[config.mk]
export PLATFORM = sky130hd
export DESIGN_NAME = tpm_front
export DESIGN_NICKNAME = d
export VERILOG_FILES = /design/src/hw/rtl/tpm_pkg.sv /design/src/hw/rtl/tpm_front.sv
export SDC_FILE = /design/constraint.sdc
export NUM_CORES = 1
export LEC_CHECK = 0
export BUFFER_PORTS_ARGS = -buffer_cell sky130_fd_sc_hd__buf_4
export CORE_AREA = 3 3 261 263
export CTS_CLUSTER_SIZE = 12
export DETAILED_ROUTE_END_ITERATION = 6
export DIE_AREA = 0 0 264 266
export PLACE_DENSITY = 0.69
export SKIP_LAST_GASP = 1
export SLEW_MARGIN = 20
export SYNTH_ARGS = -nofsm -noshare
export SYNTH_HDL_FRONTEND = slang
export SYNTH_SLANG_ARGS = --single-unit
[constraint.sdc]
create_clock -name clk -period 3.05 [get_ports clk]
set_clock_uncertainty 0.05 [all_clocks]
set_input_delay 0.305 -clock clk [delete_from_list [all_inputs] [get_ports clk]]
set_output_delay 0.305 -clock clk [all_outputs]
set_load 0.005 [all_outputs]
[src/hw/rtl/tpm_pkg.sv]
// Shared constants, types and coefficient ROM of the true-peak meter.
package tpm_pkg;

  localparam int SAMPLE_BITS    = 24;
  localparam int COEF_BITS      = 18;
  localparam int TAPS_PER_PHASE = 12;
  localparam int PHASES         = 4;
  localparam int CHANNELS       = 2;
  localparam int COEF_FRAC      = COEF_BITS - 2;
  localparam int PROD_BITS      = SAMPLE_BITS + COEF_BITS;
  localparam int ACC_BITS       = PROD_BITS + $clog2(TAPS_PER_PHASE);
  localparam int GROUP_TAPS     = 4;
  localparam int NGROUPS        = (TAPS_PER_PHASE + GROUP_TAPS - 1) / GROUP_TAPS;
  localparam int LANE_STAGES    = 4;

  typedef logic signed [SAMPLE_BITS-1:0] tpm_sample_t;
  typedef logic signed [COEF_BITS-1:0]   tpm_coef_t;
  typedef logic signed [PROD_BITS-1:0]   tpm_prod_t;
  typedef logic signed [ACC_BITS-1:0]    tpm_acc_t;
  typedef logic [SAMPLE_BITS-1:0]        tpm_mag_t;
  typedef logic [0:0]                    tpm_kind_t;

  typedef enum logic [0:0] {
    KIND_FRAME  = 1'b0,
    KIND_FINISH = 1'b1
  } tpm_kind_e;

  typedef tpm_coef_t tpm_coef_row_t [TAPS_PER_PHASE];

  localparam logic [ACC_BITS-1:0] ROUND_HALF    = ACC_BITS'(1) << (COEF_FRAC - 1);
  localparam logic [ACC_BITS-1:0] ROUND_HALF_UP = ROUND_HALF + ACC_BITS'(1);

  localparam tpm_coef_row_t COEF_TABLE [PHASES] = '{
    '{tpm_coef_t'(0), tpm_coef_t'(368), tpm_coef_t'(-1742), tpm_coef_t'(4767),
      tpm_coef_t'(-11510), tpm_coef_t'(40885), tpm_coef_t'(40885), tpm_coef_t'(-11510),
      tpm_coef_t'(4767), tpm_coef_t'(-1742), tpm_coef_t'(368), tpm_coef_t'(0)},
    '{tpm_coef_t'(0), tpm_coef_t'(248), tpm_coef_t'(-1156), tpm_coef_t'(3080),
      tpm_coef_t'(-7011), tpm_coef_t'(19371), tpm_coef_t'(58113), tpm_coef_t'(-9816),
      tpm_coef_t'(3764), tpm_coef_t'(-1334), tpm_coef_t'(277), tpm_coef_t'(0)},
    '{tpm_coef_t'(0), tpm_coef_t'(0), tpm_coef_t'(0), tpm_coef_t'(0),
      tpm_coef_t'(0), tpm_coef_t'(0), tpm_coef_t'(65536), tpm_coef_t'(0),
      tpm_coef_t'(0), tpm_coef_t'(0), tpm_coef_t'(0), tpm_coef_t'(0)},
    '{tpm_coef_t'(0), tpm_coef_t'(-234), tpm_coef_t'(1062), tpm_coef_t'(-2714),
      tpm_coef_t'(5680), tpm_coef_t'(-12107), tpm_coef_t'(60534), tpm_coef_t'(17041),
      tpm_coef_t'(-5041), tpm_coef_t'(1642), tpm_coef_t'(-327), tpm_coef_t'(0)}
  };

  typedef struct packed {
    logic     contrib;
    logic     frozen;
    tpm_mag_t raw_left;
    tpm_mag_t raw_right;
  } tpm_ctl_t;

  typedef struct packed {
    logic s1;
    logic s2;
    logic s3;
    logic s4;
  } tpm_lane_en_t;

  typedef struct packed {
    logic s5;
    logic s6_load;
  } tpm_merge_en_t;

endpackage

[src/hw/rtl/tpm_front.sv]
// Input stage: mode register, freeze flag and per-channel sample history.
module tpm_front (
  input  logic                 clk,
  input  logic                 rst,
  input  logic                 cfg_write_enable,
  input  logic                 cfg_write_data,
  input  logic                 accept,
  input  tpm_pkg::tpm_kind_t   kind,
  input  tpm_pkg::tpm_sample_t left_sample,
  input  tpm_pkg::tpm_sample_t right_sample,
  output tpm_pkg::tpm_sample_t hist [tpm_pkg::CHANNELS][tpm_pkg::TAPS_PER_PHASE],
  output tpm_pkg::tpm_ctl_t    ctl
);
  import tpm_pkg::*;

  logic        mono;
  logic        frozen;
  logic        take;
  logic        is_finish;
  tpm_sample_t right_eff;

  function automatic tpm_mag_t mag_of(input tpm_sample_t s);
    mag_of = s[SAMPLE_BITS-1] ? tpm_mag_t'(~s + tpm_sample_t'(1)) : tpm_mag_t'(s);
  endfunction

  always_comb begin
    is_finish = (kind == KIND_FINISH);
    take      = accept && !is_finish && !frozen;
    right_eff = mono ? left_sample : right_sample;
  end

  always_ff @(posedge clk) begin
    if (rst) begin
      mono <= 1'b0;
    end else if (cfg_write_enable) begin
      mono <= cfg_write_data;
    end
  end

  always_ff @(posedge clk) begin
    if (rst) begin
      frozen <= 1'b0;
    end else if (accept && is_finish) begin
      frozen <= 1'b1;
    end
  end

  always_ff @(posedge clk) begin
    if (rst) begin
      for (int c = 0; c < CHANNELS; c++) begin
        for (int n = 0; n < TAPS_PER_PHASE; n++) begin
          hist[c][n] <= '0;
        end
      end
    end else if (take) begin
      for (int c = 0; c < CHANNELS; c++) begin
        for (int n = 0; n < TAPS_PER_PHASE - 1; n++) begin
          hist[c][n] <= hist[c][n+1];
        end
      end
      hist[0][TAPS_PER_PHASE-1] <= left_sample;
      hist[1][TAPS_PER_PHASE-1] <= right_eff;
    end
  end

  always_ff @(posedge clk) begin
    if (accept) begin
      ctl.contrib   <= take;
      ctl.frozen    <= frozen || is_finish;
      ctl.raw_left  <= mag_of(left_sample);
      ctl.raw_right <= mag_of(right_eff);
    end
  end

`ifndef SYNTHESIS
  a_frozen_sticky: assert property (@(posedge clk) disable iff (rst)
    (!$past(rst) && $past(frozen)) |-> frozen)
    else $error("freeze flag cleared without reset");

  a_hist_hold: assert property (@(posedge clk) disable iff (rst)
    (accept && (frozen || is_finish)) |=>
      (hist[0][TAPS_PER_PHASE-1] == $past(hist[0][TAPS_PER_PHASE-1])))
    else $error("history advanced on an ignored transaction");
`endif

endmodule

Word level (Yosys, flattened, before mapping)
Cells that the tools add are included.
{"block": "op_classes", "n_reduce_logical": 6, "n_bitwise": 2, "addsub": 2, "mux": 3}
{"op": "24-bit by 2-bit adder with 24-bit output (second input constant)", "count": 2}
{"op": "24-bit NOT", "count": 2}
{"op": "23-bit two-way mux", "count": 2}
{"op": "24-bit two-way mux", "count": 1}
{"op": "1-bit logical AND", "count": 3}
{"op": "1-bit logical NOT", "count": 2}
{"op": "1-bit logical OR", "count": 1}
{"block": "word_totals", "inputBits": 54, "wordCells": 45, "out_inout_bits": 626, "regBits": 628}

Depth between registers and ports, before layout
{"block": "depth", "depth_word": 4, "mapped_depth": 10, "ltp_nobuf": 7}

Least setup slack after synthesis
Ideal clock, no wire load.
{"block": "synth_timing", "path_type": "register to register", "from": "register mono", "to": "register ctl[16] in the netlist's numbering (data pin)", "t_arrival_ns": 2.772, "synth_period_minus_slack_ns": 3.084, "required_ns": 2.738, "n_path_buf": 3, "path_stages_with_launch": 11, "setup_ns": 0.262, "setup_slack_ns": -0.034, "path_cell_list": "dfxtp_1 > buf_4 > clkbuf_1 > buf_1 > mux2i_1 > ha_1 > nor4b_1 > a22oi_1 > nor3_1 > a31oi_1 > xnor2_1"}
{"block": "synth_via", "elab_chain_cells": 4}
{"element": "from (decl)", "line_no": "tpm_front.sv:16", "rtl": "logic mono;"}
{"element": "from (signal assigned)", "line_no": "tpm_front.sv:36", "rtl": "mono <= cfg_write_data;"}
{"element": "24-bit two-way mux (*)", "line_no": "tpm_front.sv:29", "rtl": "right_eff = mono ? left_sample : right_sample;"}
{"element": "24-bit NOT", "line_no": "tpm_front.sv:23", "rtl": "mag_of = s[SAMPLE_BITS-1] ? tpm_mag_t'(~s + tpm_sample_t'(1)) : tpm_mag_t'(s);"}
{"element": "24-bit by 2-bit adder with 24-bit output", "line_no": "tpm_front.sv:23"}
{"element": "23-bit two-way mux (*)", "line_no": "tpm_front.sv:23"}
{"element": "to (decl)", "line_no": "tpm_front.sv:12", "rtl": "output tpm_pkg::tpm_ctl_t ctl"}
Every way passes the cells marked *; elsewhere a longest branch is shown, timed or not.
A chain may end at the register's enable or synchronous reset.

Final worst setup path
Ends and elaborated chain as after synthesis.

==> results.ini <==
[synthesis]
synth-seq-area-share_pct=58.0
synthArstFlopShare_pct=0
syn-mean-instance-area_um2=8.17
synthCells=2757
ys_top_cells_by_count=nand2_1, dfxtp_1, a21oi_1
synth_edf_count=50
synth_nets=2813
synth_cell_types=50
yosysTopAreaCellShare_pct=51.4
synth.most_common_cell=nand2_1
synth.area.top_cells=dfxtp_1, nand2_1, a21oi_1
synth_warnings=0
synth_seq_cells=628
synthFlopType=dfxtp_1
synth_area_um2=22500
yosysTopAreaCell=dfxtp_1

[drt]
drt_iter0_drc=1910
vias_per_cell=4.91
dr.pass1.iters=6
vias=21000
drc=0
routedWlPerCell_um=19.0
postRouteAntennaNets=0
wl_um=81300

[sta]
tightest_slew_ns=1.25
final.min_clock_period_ns=2.77
slew_viol_final=0
setup_viol=0
finalHoldViolCount=0
maxSlewHeadroom_pct=17.0
post-route-period-util_pct=90.9
tns_ns=0
rsz0062_at_grt=no
hold_slack_ns=0.0732
max_clock_freq_mhz=361

[min_path]
hold_depth=3
hold_path_end=ctl[0]$_DFFE_PP_
hold_class=primary input to register
worstHoldStart=right_sample[0]

[place]
port_buffers=679
hpwl_um=58800
place_inst=4131
gp_congestion=0.909

[finish]
nNetsFinal=3420
post-route-util_pct=47.0
drive_above_1_share_pct=24.5
area_delta_synth_final_pct=37.2
final.fill_count=6482
antennaDiodeCount=0
instances_no_fill=4276
multi_input_area_um2=8630
seq_area_um2=13100

[critical_path]
path_buf_inv=0
crit_fanout=19
rr_worst_depth=7
r2r_slack_ns=0.28
critPathArrivalTime_ns=3.04
crit_family=simple AND/OR/NAND/NOR gates
crit_type=register to register
cp-start-kind=register
crit_chain=mux2i_1 -> ha_1 -> nor4b_1 -> a22oi_1 -> nor3_1 -> a31oi_1 -> xnor2_1
end_kind=register
regToRegEndpoint=ctl[16]$_DFFE_PP_
rr_startpoint=mono$_SDFFE_PP0P_
required_ns=3.32
cp_slowest_cell=dfxtp_2
slowest_delay_ns=0.58

[power_and_ir_drop]
combPwrFrac_pct=6.3
totalPowerFinal_w=0.0179
swShare_pct=23.4
p_sw_w=0.00419
pwr-share-seq_pct=47.8
ir_worst_vdd_mv=0.441
p_leak_nw=11.9
p_int_w=0.0137
p_clk_share_pct=45.9
powerDensity_nw_per_um2=578

[clocking]
cts_tree=built
cts_root_buf=clkbuf_16
cts_resized=0
clkSinkCount=628
holdBufCountCts=26
post_cts_buffers=0
clk_path_buf_depth=3
htreeDepth=3
cts_buffers=69
clock_latency_ns=0.59
path_clk_slew_ns=0.06

[grt]
grt_pass1_wl_um=120000
grt.total_usage_pct=21.8
grt_max_degree=230
antenna_found_initial=1
overflow=0
first_global_vias=19500

[floorplan]
die_w_um=264
ios=680
die_area_um2=70200
coreArea_um2=65900
rows=94
die_h_um=266
initial_core_util_pct=34.2

[status]
outcome=complete, no violations

[run]
cap_violations=0

[flip-flops by register name, indices dropped and copies added (netlist names)]
register / count
hist: 576
ctl: 50
frozen: 1
mono: 1
[cell families after synthesis]
family | Yosys count | share of synthesized area, %
AO/OA/AOI/OAI | 620 | 14.3
XOR/XNOR | 42 | 1.63
adder cells (fa/ha/maj) | 2 | 0.111
buffers and inverters | 220 | 3.73
flip-flops | 628 | 58.0
multiplexers | 28 | 1.25
AND/OR/NAND/NOR | 1217 | 20.9
[how the worst max path moves through the flow]
stage / startpoint / end / cells after the start
CTS: mono$_SDFFE_PP0P_ / ctl[16]$_DFFE_PP_ / 7
detailed placement: mono$_SDFFE_PP0P_ / ctl[16]$_DFFE_PP_ / 7
global route: mono$_SDFFE_PP0P_ / ctl[16]$_DFFE_PP_ / 7
floorplan: mono$_SDFFE_PP0P_ / ctl[16]$_DFFE_PP_ / 10
global placement: mono$_SDFFE_PP0P_ / ctl[16]$_DFFE_PP_ / 7
finish: mono$_SDFFE_PP0P_ / ctl[16]$_DFFE_PP_ / 7
[layout by cell type, fill, tap and decap left out, types with 9 or more instances in the layout]
| cell | netlist | layout |
|---|---|---|
| a21oi_1 | 564 | 564 |
| mux2i_1 | 26 | 26 |
| o31ai_1 | 9 | 9 |
| xnor2_1 | 36 | 36 |
| nor3_1 | 17 | 17 |
| dlygate4sd3_1 | 0 | 26 |
| a211oi_1 | 24 | 24 |
| clkbuf_16 | 0 | 70 |
| clkbuf_1 | 205 | 19 |
| buf_4 | 1 | 708 |
| buf_12 | 0 | 14 |
| dfxtp_1 | 578 | 577 |
| nand2_1 | 1123 | 1122 |
| nor2_1 | 44 | 44 |
| clkbuf_8 | 0 | 13 |
| edfxtp_1 | 50 | 50 |
[worst register-to-register path: stages, from the launching register on]
cell     delay (ns)
dfxtp_2        0.58
mux2i_1        0.34
ha_1           0.29
nor4b_1        0.26
a22oi_1        0.21
nor3_1         0.44
a31oi_1        0.18
xnor2_1        0.16
[power groups by stage]
stage	registers [W]	clock network, W	logic (W)
global placement	0.00872	0	0.00109
CTS	0.00855	0.00841	0.00112
floorplan	0.00870	0	0.000568
finish	0.00855	0.00821	0.00112
global route	0.00855	0.00874	0.00121
detailed placement	0.00872	0	0.00109
[routing by layer]
metal  up-vias  part of all wire [%]  global-route usage (%)
met4         0                   4.7                    10.1
met2       819                    47                    36.3
met3       165                   9.1                    6.57
li1      10200                     -                       -
met1      9753                    39                    25.9
met5         -                     0                       0
[final cells by class]
cell class	instances	area share, %
clock buffer	102	6.47
tap	864	3.50
inverter	7	0.109
multi-input combinational	1909	27.9
sequential	628	42.3
timing repair buffer	749	19.0
clock inverter	17	0.765
[per-stage QoR]
stage / setup WS [ns] / area, µm²
6_report: 0.278 / 30900
3_3_place_gp: 0.416 / 28400
2_1_floorplan: 0.129 / 22500
4_1_cts: 0.315 / 30900
3_5_place_dp: 0.359 / 28400
5_1_grt: 0.0460 / 30900
(Power assumes the default switching activity.)
