### config.mk
export PLATFORM = sky130hd
export DESIGN_NAME = tpm_merge
export DESIGN_NICKNAME = d
export VERILOG_FILES = /design/src/hw/rtl/tpm_pkg.sv /design/src/hw/rtl/tpm_merge.sv
export SDC_FILE = /design/constraint.sdc
export NUM_CORES = 1
export LEC_CHECK = 0
export BUFFER_PORTS_ARGS = -buffer_cell sky130_fd_sc_hd__buf_2
export CAP_MARGIN = 30
export CORE_MARGIN = 5
export CORE_UTILIZATION = 56
export DETAILED_ROUTE_END_ITERATION = 8
export PLACE_DENSITY = 0.87
export REMOVE_ABC_BUFFERS = 1
export SLEW_MARGIN = 20
export SYNTH_ARGS = -nofsm -noshare
export SYNTH_HDL_FRONTEND = slang
export SYNTH_SLANG_ARGS = --single-unit
### constraint.sdc
create_clock -name clk -period 15.04 [get_ports clk]
set_input_delay 3.008 -clock clk [delete_from_list [all_inputs] [get_ports clk]]
set_output_delay 3.008 -clock clk [all_outputs]
set_load 0.1 [all_outputs]
### src/hw/rtl/tpm_pkg.sv
// Shared constants, types and coefficient ROM of the true-peak meter.
package tpm_pkg;

  localparam int SAMPLE_BITS    = 24;
  localparam int COEF_BITS      = 18;
  localparam int TAPS_PER_PHASE = 12;
  localparam int PHASES         = 4;
  localparam int CHANNELS       = 2;
  localparam int COEF_FRAC      = COEF_BITS - 2;
  localparam int PROD_BITS      = SAMPLE_BITS + COEF_BITS;
  localparam int ACC_BITS       = PROD_BITS + $clog2(TAPS_PER_PHASE);
  localparam int GROUP_TAPS     = 4;
  localparam int NGROUPS        = (TAPS_PER_PHASE + GROUP_TAPS - 1) / GROUP_TAPS;
  localparam int LANE_STAGES    = 4;

  typedef logic signed [SAMPLE_BITS-1:0] tpm_sample_t;
  typedef logic signed [COEF_BITS-1:0]   tpm_coef_t;
  typedef logic signed [PROD_BITS-1:0]   tpm_prod_t;
  typedef logic signed [ACC_BITS-1:0]    tpm_acc_t;
  typedef logic [SAMPLE_BITS-1:0]        tpm_mag_t;
  typedef logic [0:0]                    tpm_kind_t;

  typedef enum logic [0:0] {
    KIND_FRAME  = 1'b0,
    KIND_FINISH = 1'b1
  } tpm_kind_e;

  typedef tpm_coef_t tpm_coef_row_t [TAPS_PER_PHASE];

  localparam logic [ACC_BITS-1:0] ROUND_HALF    = ACC_BITS'(1) << (COEF_FRAC - 1);
  localparam logic [ACC_BITS-1:0] ROUND_HALF_UP = ROUND_HALF + ACC_BITS'(1);

  localparam tpm_coef_row_t COEF_TABLE [PHASES] = '{
    '{tpm_coef_t'(0), tpm_coef_t'(368), tpm_coef_t'(-1742), tpm_coef_t'(4767),
      tpm_coef_t'(-11510), tpm_coef_t'(40885), tpm_coef_t'(40885), tpm_coef_t'(-11510),
      tpm_coef_t'(4767), tpm_coef_t'(-1742), tpm_coef_t'(368), tpm_coef_t'(0)},
    '{tpm_coef_t'(0), tpm_coef_t'(248), tpm_coef_t'(-1156), tpm_coef_t'(3080),
      tpm_coef_t'(-7011), tpm_coef_t'(19371), tpm_coef_t'(58113), tpm_coef_t'(-9816),
      tpm_coef_t'(3764), tpm_coef_t'(-1334), tpm_coef_t'(277), tpm_coef_t'(0)},
    '{tpm_coef_t'(0), tpm_coef_t'(0), tpm_coef_t'(0), tpm_coef_t'(0),
      tpm_coef_t'(0), tpm_coef_t'(0), tpm_coef_t'(65536), tpm_coef_t'(0),
      tpm_coef_t'(0), tpm_coef_t'(0), tpm_coef_t'(0), tpm_coef_t'(0)},
    '{tpm_coef_t'(0), tpm_coef_t'(-234), tpm_coef_t'(1062), tpm_coef_t'(-2714),
      tpm_coef_t'(5680), tpm_coef_t'(-12107), tpm_coef_t'(60534), tpm_coef_t'(17041),
      tpm_coef_t'(-5041), tpm_coef_t'(1642), tpm_coef_t'(-327), tpm_coef_t'(0)}
  };

  typedef struct packed {
    logic     contrib;
    logic     frozen;
    tpm_mag_t raw_left;
    tpm_mag_t raw_right;
  } tpm_ctl_t;

  typedef struct packed {
    logic s1;
    logic s2;
    logic s3;
    logic s4;
  } tpm_lane_en_t;

  typedef struct packed {
    logic s5;
    logic s6_load;
  } tpm_merge_en_t;

endpackage

### src/hw/rtl/tpm_merge.sv
// Merge stage: per-frame maximum over lanes and raw samples, running peak.
module tpm_merge (
  input  logic                  clk,
  input  logic                  rst,
  input  tpm_pkg::tpm_merge_en_t en,
  input  tpm_pkg::tpm_ctl_t     ctl,
  input  tpm_pkg::tpm_mag_t     lane_mag [tpm_pkg::CHANNELS][tpm_pkg::PHASES],
  output tpm_pkg::tpm_mag_t     peak,
  output logic                  frozen
);
  import tpm_pkg::*;

  tpm_mag_t left_max_next;
  tpm_mag_t right_max_next;
  tpm_mag_t left_max;
  tpm_mag_t right_max;
  tpm_mag_t pick;
  logic     contrib;
  logic     frozen_q;

  always_comb begin
    left_max_next  = ctl.raw_left;
    right_max_next = ctl.raw_right;
    for (int p = 0; p < PHASES; p++) begin
      if (lane_mag[0][p] > left_max_next) begin
        left_max_next = lane_mag[0][p];
      end
      if (lane_mag[1][p] > right_max_next) begin
        right_max_next = lane_mag[1][p];
      end
    end
  end

  always_ff @(posedge clk) begin
    if (en.s5) begin
      left_max  <= left_max_next;
      right_max <= right_max_next;
      contrib   <= ctl.contrib;
      frozen_q  <= ctl.frozen;
    end
  end

  assign pick = (left_max > right_max) ? left_max : right_max;

  always_ff @(posedge clk) begin
    if (rst) begin
      peak   <= '0;
      frozen <= 1'b0;
    end else if (en.s6_load) begin
      frozen <= frozen_q;
      if (contrib && (pick > peak)) begin
        peak <= pick;
      end
    end
  end

`ifndef SYNTHESIS
  a_peak_monotonic: assert property (@(posedge clk) disable iff (rst)
    !$past(rst) |-> (peak >= $past(peak)))
    else $error("running peak decreased");

  a_peak_covers: assert property (@(posedge clk) disable iff (rst)
    (en.s6_load && contrib) |=> (peak >= $past(pick)))
    else $error("running peak below frame maximum");
`endif

endmodule

After elaboration in Yosys (flattened, before gate mapping)
Cells that the tools add are included.
Widths: inputs -> output; s select.
{ "word_totals": {"out_inout_bits": 25, "elab_cells": 27, "regBits": 75} }
{ "op_classes": {"mux": 9, "magnitude_cmp": 10, "n_reduce_logical": 2} }
{ "op_table": {"columns": ["operator", "count"], "rows": [
  ["$gt 24x24->1", 10],
  ["$mux 24", 9],
  ["$reduce_and 2->1", 1],
  ["$logic_and 1x1->1", 1]
]} }

Longest topological paths before layout
{ "depth": {"ltp_word": 8, "mapped_depth": 51, "mapped_depth_nobuf": 46} }

Worst setup path after synthesis
OpenSTA, ideal clock, no wires.
{ "synth_path": {"kind": "in2reg", "start": "input ctl[46] (netlist name)", "end": "register left_max[10], data pin", "path_stages": 48, "path_buffers": 5, "t_required_ns": 14.762, "arrival_time_ns": 12.224, "setup_slack_ns": 2.538, "path_cell_list": "inv_1 -> ha_1 -> nand4_1 -> nor2_1 -> a221o_1 -> a211o_1 -> o21ai_2 -> buf_1 -> mux2i_1 -> ha_1 -> nand2_1 -> or4_1 -> or3_1 -> nor4_1 -> nor4b_1 -> nor4_2 -> nand2_1 -> buf_2 -> [12 not listed] -> or3b_2 -> mux2i_2 -> nor2_4 -> buf_4 -> mux2i_1 -> ha_1 -> nor2b_1 -> o21a_1 -> o21a_1 -> o21ai_0 -> nand2b_1 -> a21oi_1 -> nor2b_1 -> o211ai_1 -> a311o_1 -> a32oi_1 -> clkbuf_1 -> mux2i_1"} }
{ "synth_between": {"elab_chain_cells": 8} }
{ "synth_rtl": {"columns": ["item", "line_no", "text"], "rows": [
  ["start: declaration", "tpm_merge.sv:6", "input tpm_pkg::tpm_ctl_t ctl,"],
  ["$gt 24x24->1", "tpm_merge.sv:25", "if (lane_mag[0][p] > left_max_next) begin"],
  ["$mux 24 *", "tpm_merge.sv:25", null],
  ["$gt 24x24->1", "tpm_merge.sv:25", null],
  ["$mux 24 *", "tpm_merge.sv:25", null],
  ["$gt 24x24->1", "tpm_merge.sv:25", null],
  ["$mux 24 *", "tpm_merge.sv:25", null],
  ["$gt 24x24->1", "tpm_merge.sv:25", null],
  ["$mux 24 *", "tpm_merge.sv:25", null],
  ["net left_max_next[10]", "tpm_merge.sv:13", "tpm_mag_t left_max_next;"],
  ["end signal: assignment", "tpm_merge.sv:36", "left_max <= left_max_next;"],
  ["end: declaration", "tpm_merge.sv:15", "tpm_mag_t left_max;"]
]} }
Mark *: on every way through the listed nets, which the timed path passes. The rest lies on a longest branch.
A chain may end at the register's enable or synchronous reset.

Final worst setup path
{ "layout_path": {"start": "input ctl[9] (netlist name)", "end": "register right_max[7], data pin"} }
{ "layout_between": {"elab_chain_cells": 8} }
{ "layout_rtl": {"columns": ["item", "line_no", "text"], "rows": [
  ["$gt 24x24->1", "tpm_merge.sv:28", "if (lane_mag[1][p] > right_max_next) begin"],
  ["$mux 24 *", "tpm_merge.sv:28", null],
  ["$gt 24x24->1", "tpm_merge.sv:28", null],
  ["$mux 24 *", "tpm_merge.sv:28", null],
  ["$gt 24x24->1", "tpm_merge.sv:28", null],
  ["$mux 24 *", "tpm_merge.sv:28", null],
  ["$gt 24x24->1", "tpm_merge.sv:28", null],
  ["$mux 24 *", "tpm_merge.sv:28", null],
  ["net right_max_next[7]", "tpm_merge.sv:14", "tpm_mag_t right_max_next;"],
  ["end signal: assignment", "tpm_merge.sv:37", "right_max <= right_max_next;"],
  ["end: declaration", "tpm_merge.sv:16", "tpm_mag_t right_max;"]
]} }
Marks and branches as above.

==> results list <==
* Overall fraction of global-route tracks in use: 0.2794
- The wire-length estimate of the detail-placed layout is 28,140 um.
* Detailed route wirelength on metal2: 16,230 um
- The die is 151.3 um wide.
- The worst pin sits at a relative slew slack of 0.4274.
* Power Dens Cells: 138.1 nW/um^2
- Along the worst path, the maximum fanout reaches 29.
- For this run, the top clock speed supported by timing is 70.68 MHz.
- The clock reaches the later pin of the worst-skew pair after 0.34 ns.
* Number of failing hold endpoints at the final stage: 0
* Share of the core filled with cells in the final layout: 0.6726
- After detailed routing, the met3 layer carries 2646 um of wire.
- After detailed routing, the number of remaining DRC violations is 0.
* Layout Skew: between 0.01 and 0.015 ns
- The critical path contains buffers and inverters numbering 5 combined.
- After synthesis the cells add up to 11,170 sq um.
* Shortest clock period the worst path allows after layout: 14.15 ns
* Total negative setup slack: 0 ns
- Area of the die: around 23,000 sq um
* Share of final-layout standard cells stronger than drive strength 1: 0.2066
- The worst setup path is of the input pin to flip-flop kind.
* Max cap viols: 0
* Routed via count divided by cell count: 5.905
- First-pass GRT wire length: 51,880 um
* Port Buffer Count: 270
* Final-report setup violation count: 0
- Buffers added to address setup during post-CTS repair amount to 0.
- Req. time, crit path: 15.19 ns
- Worst Path Arrival: 14.30 ns
* First-iteration detailed-routing DRC count: 695
* Largest net degree at the start of global routing: 34
- Portion of the post-synthesis area used by sequential elements: 0.1792
- Fin. max-slew vios: 0
- Part of the cycle the worst path needs: 0.9407
- STA classifies the critical path endpoint as a flip-flop.
- Pin placement for this block handled 271 I/O pins.
- Root buffer selected by CTS: sky130_fd_sc_hd__clkbuf_16
- Among all stages on the critical path, the largest delay is contributed by sky130_fd_sc_hd__or2_1.
* Core ar.: 19,530 sq um
- Post-synth ARST share: 0
* TritonRoute pass-1 iters: 7
- The worst-case IR drop observed on VDD is around 0.084 mV.
- Among all flip-flop cells after synthesis, the most frequent one is sky130_fd_sc_hd__edfxtp_1.
- Setup repair after global routing left no endpoint under its margin.
* Number of global-route vias before repair: 11,100
* Syn. warnings: 0
* CTS tree: done
- Final standard cell area without fillers: 13,130 sq um
* Starting density of the core: 0.5722
- At the pin with the least slew margin, the transition time is 0.8562 ns.
- DR WL/cell: 17.68 um
* Cell class contributing the biggest share of worst-path delay: compound AO/OA/AOI/OAI gates
- Highest routed metal layer: met5
- Measured along the y axis, the die boundary spans 151.3 um.
- Drt total wl: 33,290 um
* Cell leakage power: 0.007018 uW
- Gates resized during post-CTS repair numbered 0.
* Global placer's final weighted congestion: 0.9483
- Yosys mapped a number of flops with a built-in enable equal to 50.
- At the placement stage, the worst setup path has a slack of approximately 0.74 ns.
- The longest clock path from root to sink contains 2 buffers.
- Register clock-pin slew on the reported worst setup and hold paths: roughly 0.060 ns
* Post-synthesis register bit count: 75
* Type of element launching the critical path: input pin
- Once routing completed, OpenROAD measured the worst setup slack at 0.8923 ns.
- Buffers inserted to repair hold after CTS numbered 0.
- Outcome: finished clean
* Detail Route Antenna Nets: 0
- Wire length the detailed router placed on met1: between 10,000 and 15,000 um
* Area overhead of the layout relative to synthesis: 17.55%
- CTS sink count: 75
* Path type of the worst min-delay path: flip-flop to flip-flop
- H-tree lvl count: 3
- Synthesis produced a netlist whose cell count is 1,353.
* Total clock buffers created by CTS: 9
- Standard-cell rows: 51
* Placed instance area: ~13,000 sq um
- At the end of the flow, the number of nets in the layout was 2,084.
* Mean area per synthesized cell: 8.258 sq um
- Distinct cell type count of the synthesized netlist: 76
- The routed layout has 11,120 vias.
- CP peak stage delay: 0.66 ns
* Grt ovf: 0
* Antenna violations before repair: 13
[worst paths after layout]
| path | slack (ns) | startpoint | end | cells past startpoint |
|---|---|---|---|---|
| setup / recovery | 0.89 | ctl[9] | right_max[7] | 47 |
| hold / removal | 0.49 | frozen | frozen | 2 |
| setup reg to reg | 8.88 | right_max[17] | peak[19] | 17 |
| hold reg to reg | 0.49 | frozen | frozen | 2 |
[per-stage QoR]
stage,power (uW),hold WS [ns],std cells
2_1_floorplan,1260,0.4563,1307
3_3_place_gp,1519,0.4696,1853
3_5_place_dp,1568,0.4847,1854
4_1_cts,1800,0.4986,1870
5_1_grt,1965,0.5115,1882
6_report,1813,0.4870,1883
[power by group]
| part | internal [uW] | switching [uW] | leakage, uW |
|---|---|---|---|
| clock network | 129 | 88.2 | 0.000139 |
| logic | 479 | 760 | 0.00618 |
| registers | 307 | 48.7 | 0.000695 |
| total | 916 | 897 | 0.00702 |
[cell families after synthesis]
kind of cell	synth area share
buffers and inverters	0.08611
and+or+nand+nor	0.1400
muxes	0.1311
xor gates and xnor gates	0.001568
DFF	0.1792
adders and majority gates	0.2643
AOI/OAI and AO/OA	0.1978
[layer usage]
layer | GRT usage | vias up
li1 | - | 5437
met1 | 0.3340 | 5142
met2 | 0.4830 | 433
met3 | 0.06314 | 101
met4 | 0.1138 | 6
met5 | 0 | -
[tightest hold or removal path: stages, from the launching register on]
cell                      delay [ns]
sky130_fd_sc_hd__dfxtp_1        0.32
sky130_fd_sc_hd__mux2i_1        0.06
sky130_fd_sc_hd__nor2_1         0.07
[cell type report]
class | count | area [sq um]
multi-input combinational | 1036 | 8240
fill | 1557 | 6392
sequential | 75 | 2002
timing repair buffer | 284 | 1496
inverter | 196 | 735.7
tap | 265 | 331.6
clock buffer | 9 | 225.2
clock inverter | 7 | 75.07
antenna | 11 | 27.53
[flip-flops by register name, indices dropped and copies added (netlist names)]
signal,cells
left_max,24
peak,24
right_max,24
contrib,1
frozen,1
frozen_q,1
[synthesized netlist by cell type (all sizes together) (3+ instances only)]
cell type | n | share of area
nor2b | 28 | 0.016
a2111oi | 3 | 0.0029
a21oi | 140 | 0.063
nand3 | 14 | 0.0063
edfxtp | 50 | 0.13
mux2 | 5 | 0.0050
a31oi | 26 | 0.015
or2 | 6 | 0.0034
clkbuf | 22 | 0.0074
or3 | 4 | 0.0022
dfxtp | 25 | 0.045
o211ai | 5 | 0.0034
nor4 | 9 | 0.0075
o21ai | 61 | 0.029
o221ai | 3 | 0.0024
o21a | 11 | 0.0074
a21o | 47 | 0.032
and3 | 3 | 0.0017
ha | 236 | 0.26
inv | 196 | 0.066
nor3 | 29 | 0.013
buf | 24 | 0.013
nor2 | 93 | 0.033
a22oi | 3 | 0.0020
mux2i | 140 | 0.13
nand4 | 46 | 0.026
nand2 | 34 | 0.012
a211oi | 30 | 0.021
and2 | 4 | 0.0022
nand2b | 22 | 0.012
[layout by cell type (no fill, tap or decap), types with 4 or more instances in the layout]
master                      netlist  final
sky130_fd_sc_hd__a21o_1          47     47
sky130_fd_sc_hd__buf_2           13    270
sky130_fd_sc_hd__o21ai_0         43     43
sky130_fd_sc_hd__nand4_1         46     46
sky130_fd_sc_hd__diode_2          0     11
sky130_fd_sc_hd__nor2_1          90     90
sky130_fd_sc_hd__edfxtp_1        50     50
sky130_fd_sc_hd__nand2_1         33     33
sky130_fd_sc_hd__mux2_2           5      5
sky130_fd_sc_hd__nand2b_1        22     22
sky130_fd_sc_hd__nor2b_1         28     28
sky130_fd_sc_hd__o21ai_1         16     16
sky130_fd_sc_hd__a21oi_1        140    140
sky130_fd_sc_hd__o211ai_1         5      5
sky130_fd_sc_hd__ha_1           236    236
sky130_fd_sc_hd__or3_1            4      4
sky130_fd_sc_hd__a31oi_1         26     26
sky130_fd_sc_hd__clkbuf_16        0      9
sky130_fd_sc_hd__o21a_1          11     11
sky130_fd_sc_hd__inv_1          196    196
sky130_fd_sc_hd__nor3_1          28     28
sky130_fd_sc_hd__nand3_1         14     14
sky130_fd_sc_hd__buf_4            2     10
sky130_fd_sc_hd__and2_1           4      4
sky130_fd_sc_hd__mux2i_1        138    138
sky130_fd_sc_hd__nor4_1           6      6
sky130_fd_sc_hd__a211oi_1        29     28
sky130_fd_sc_hd__dfxtp_1         25     25
(Power assumes the default switching activity.)
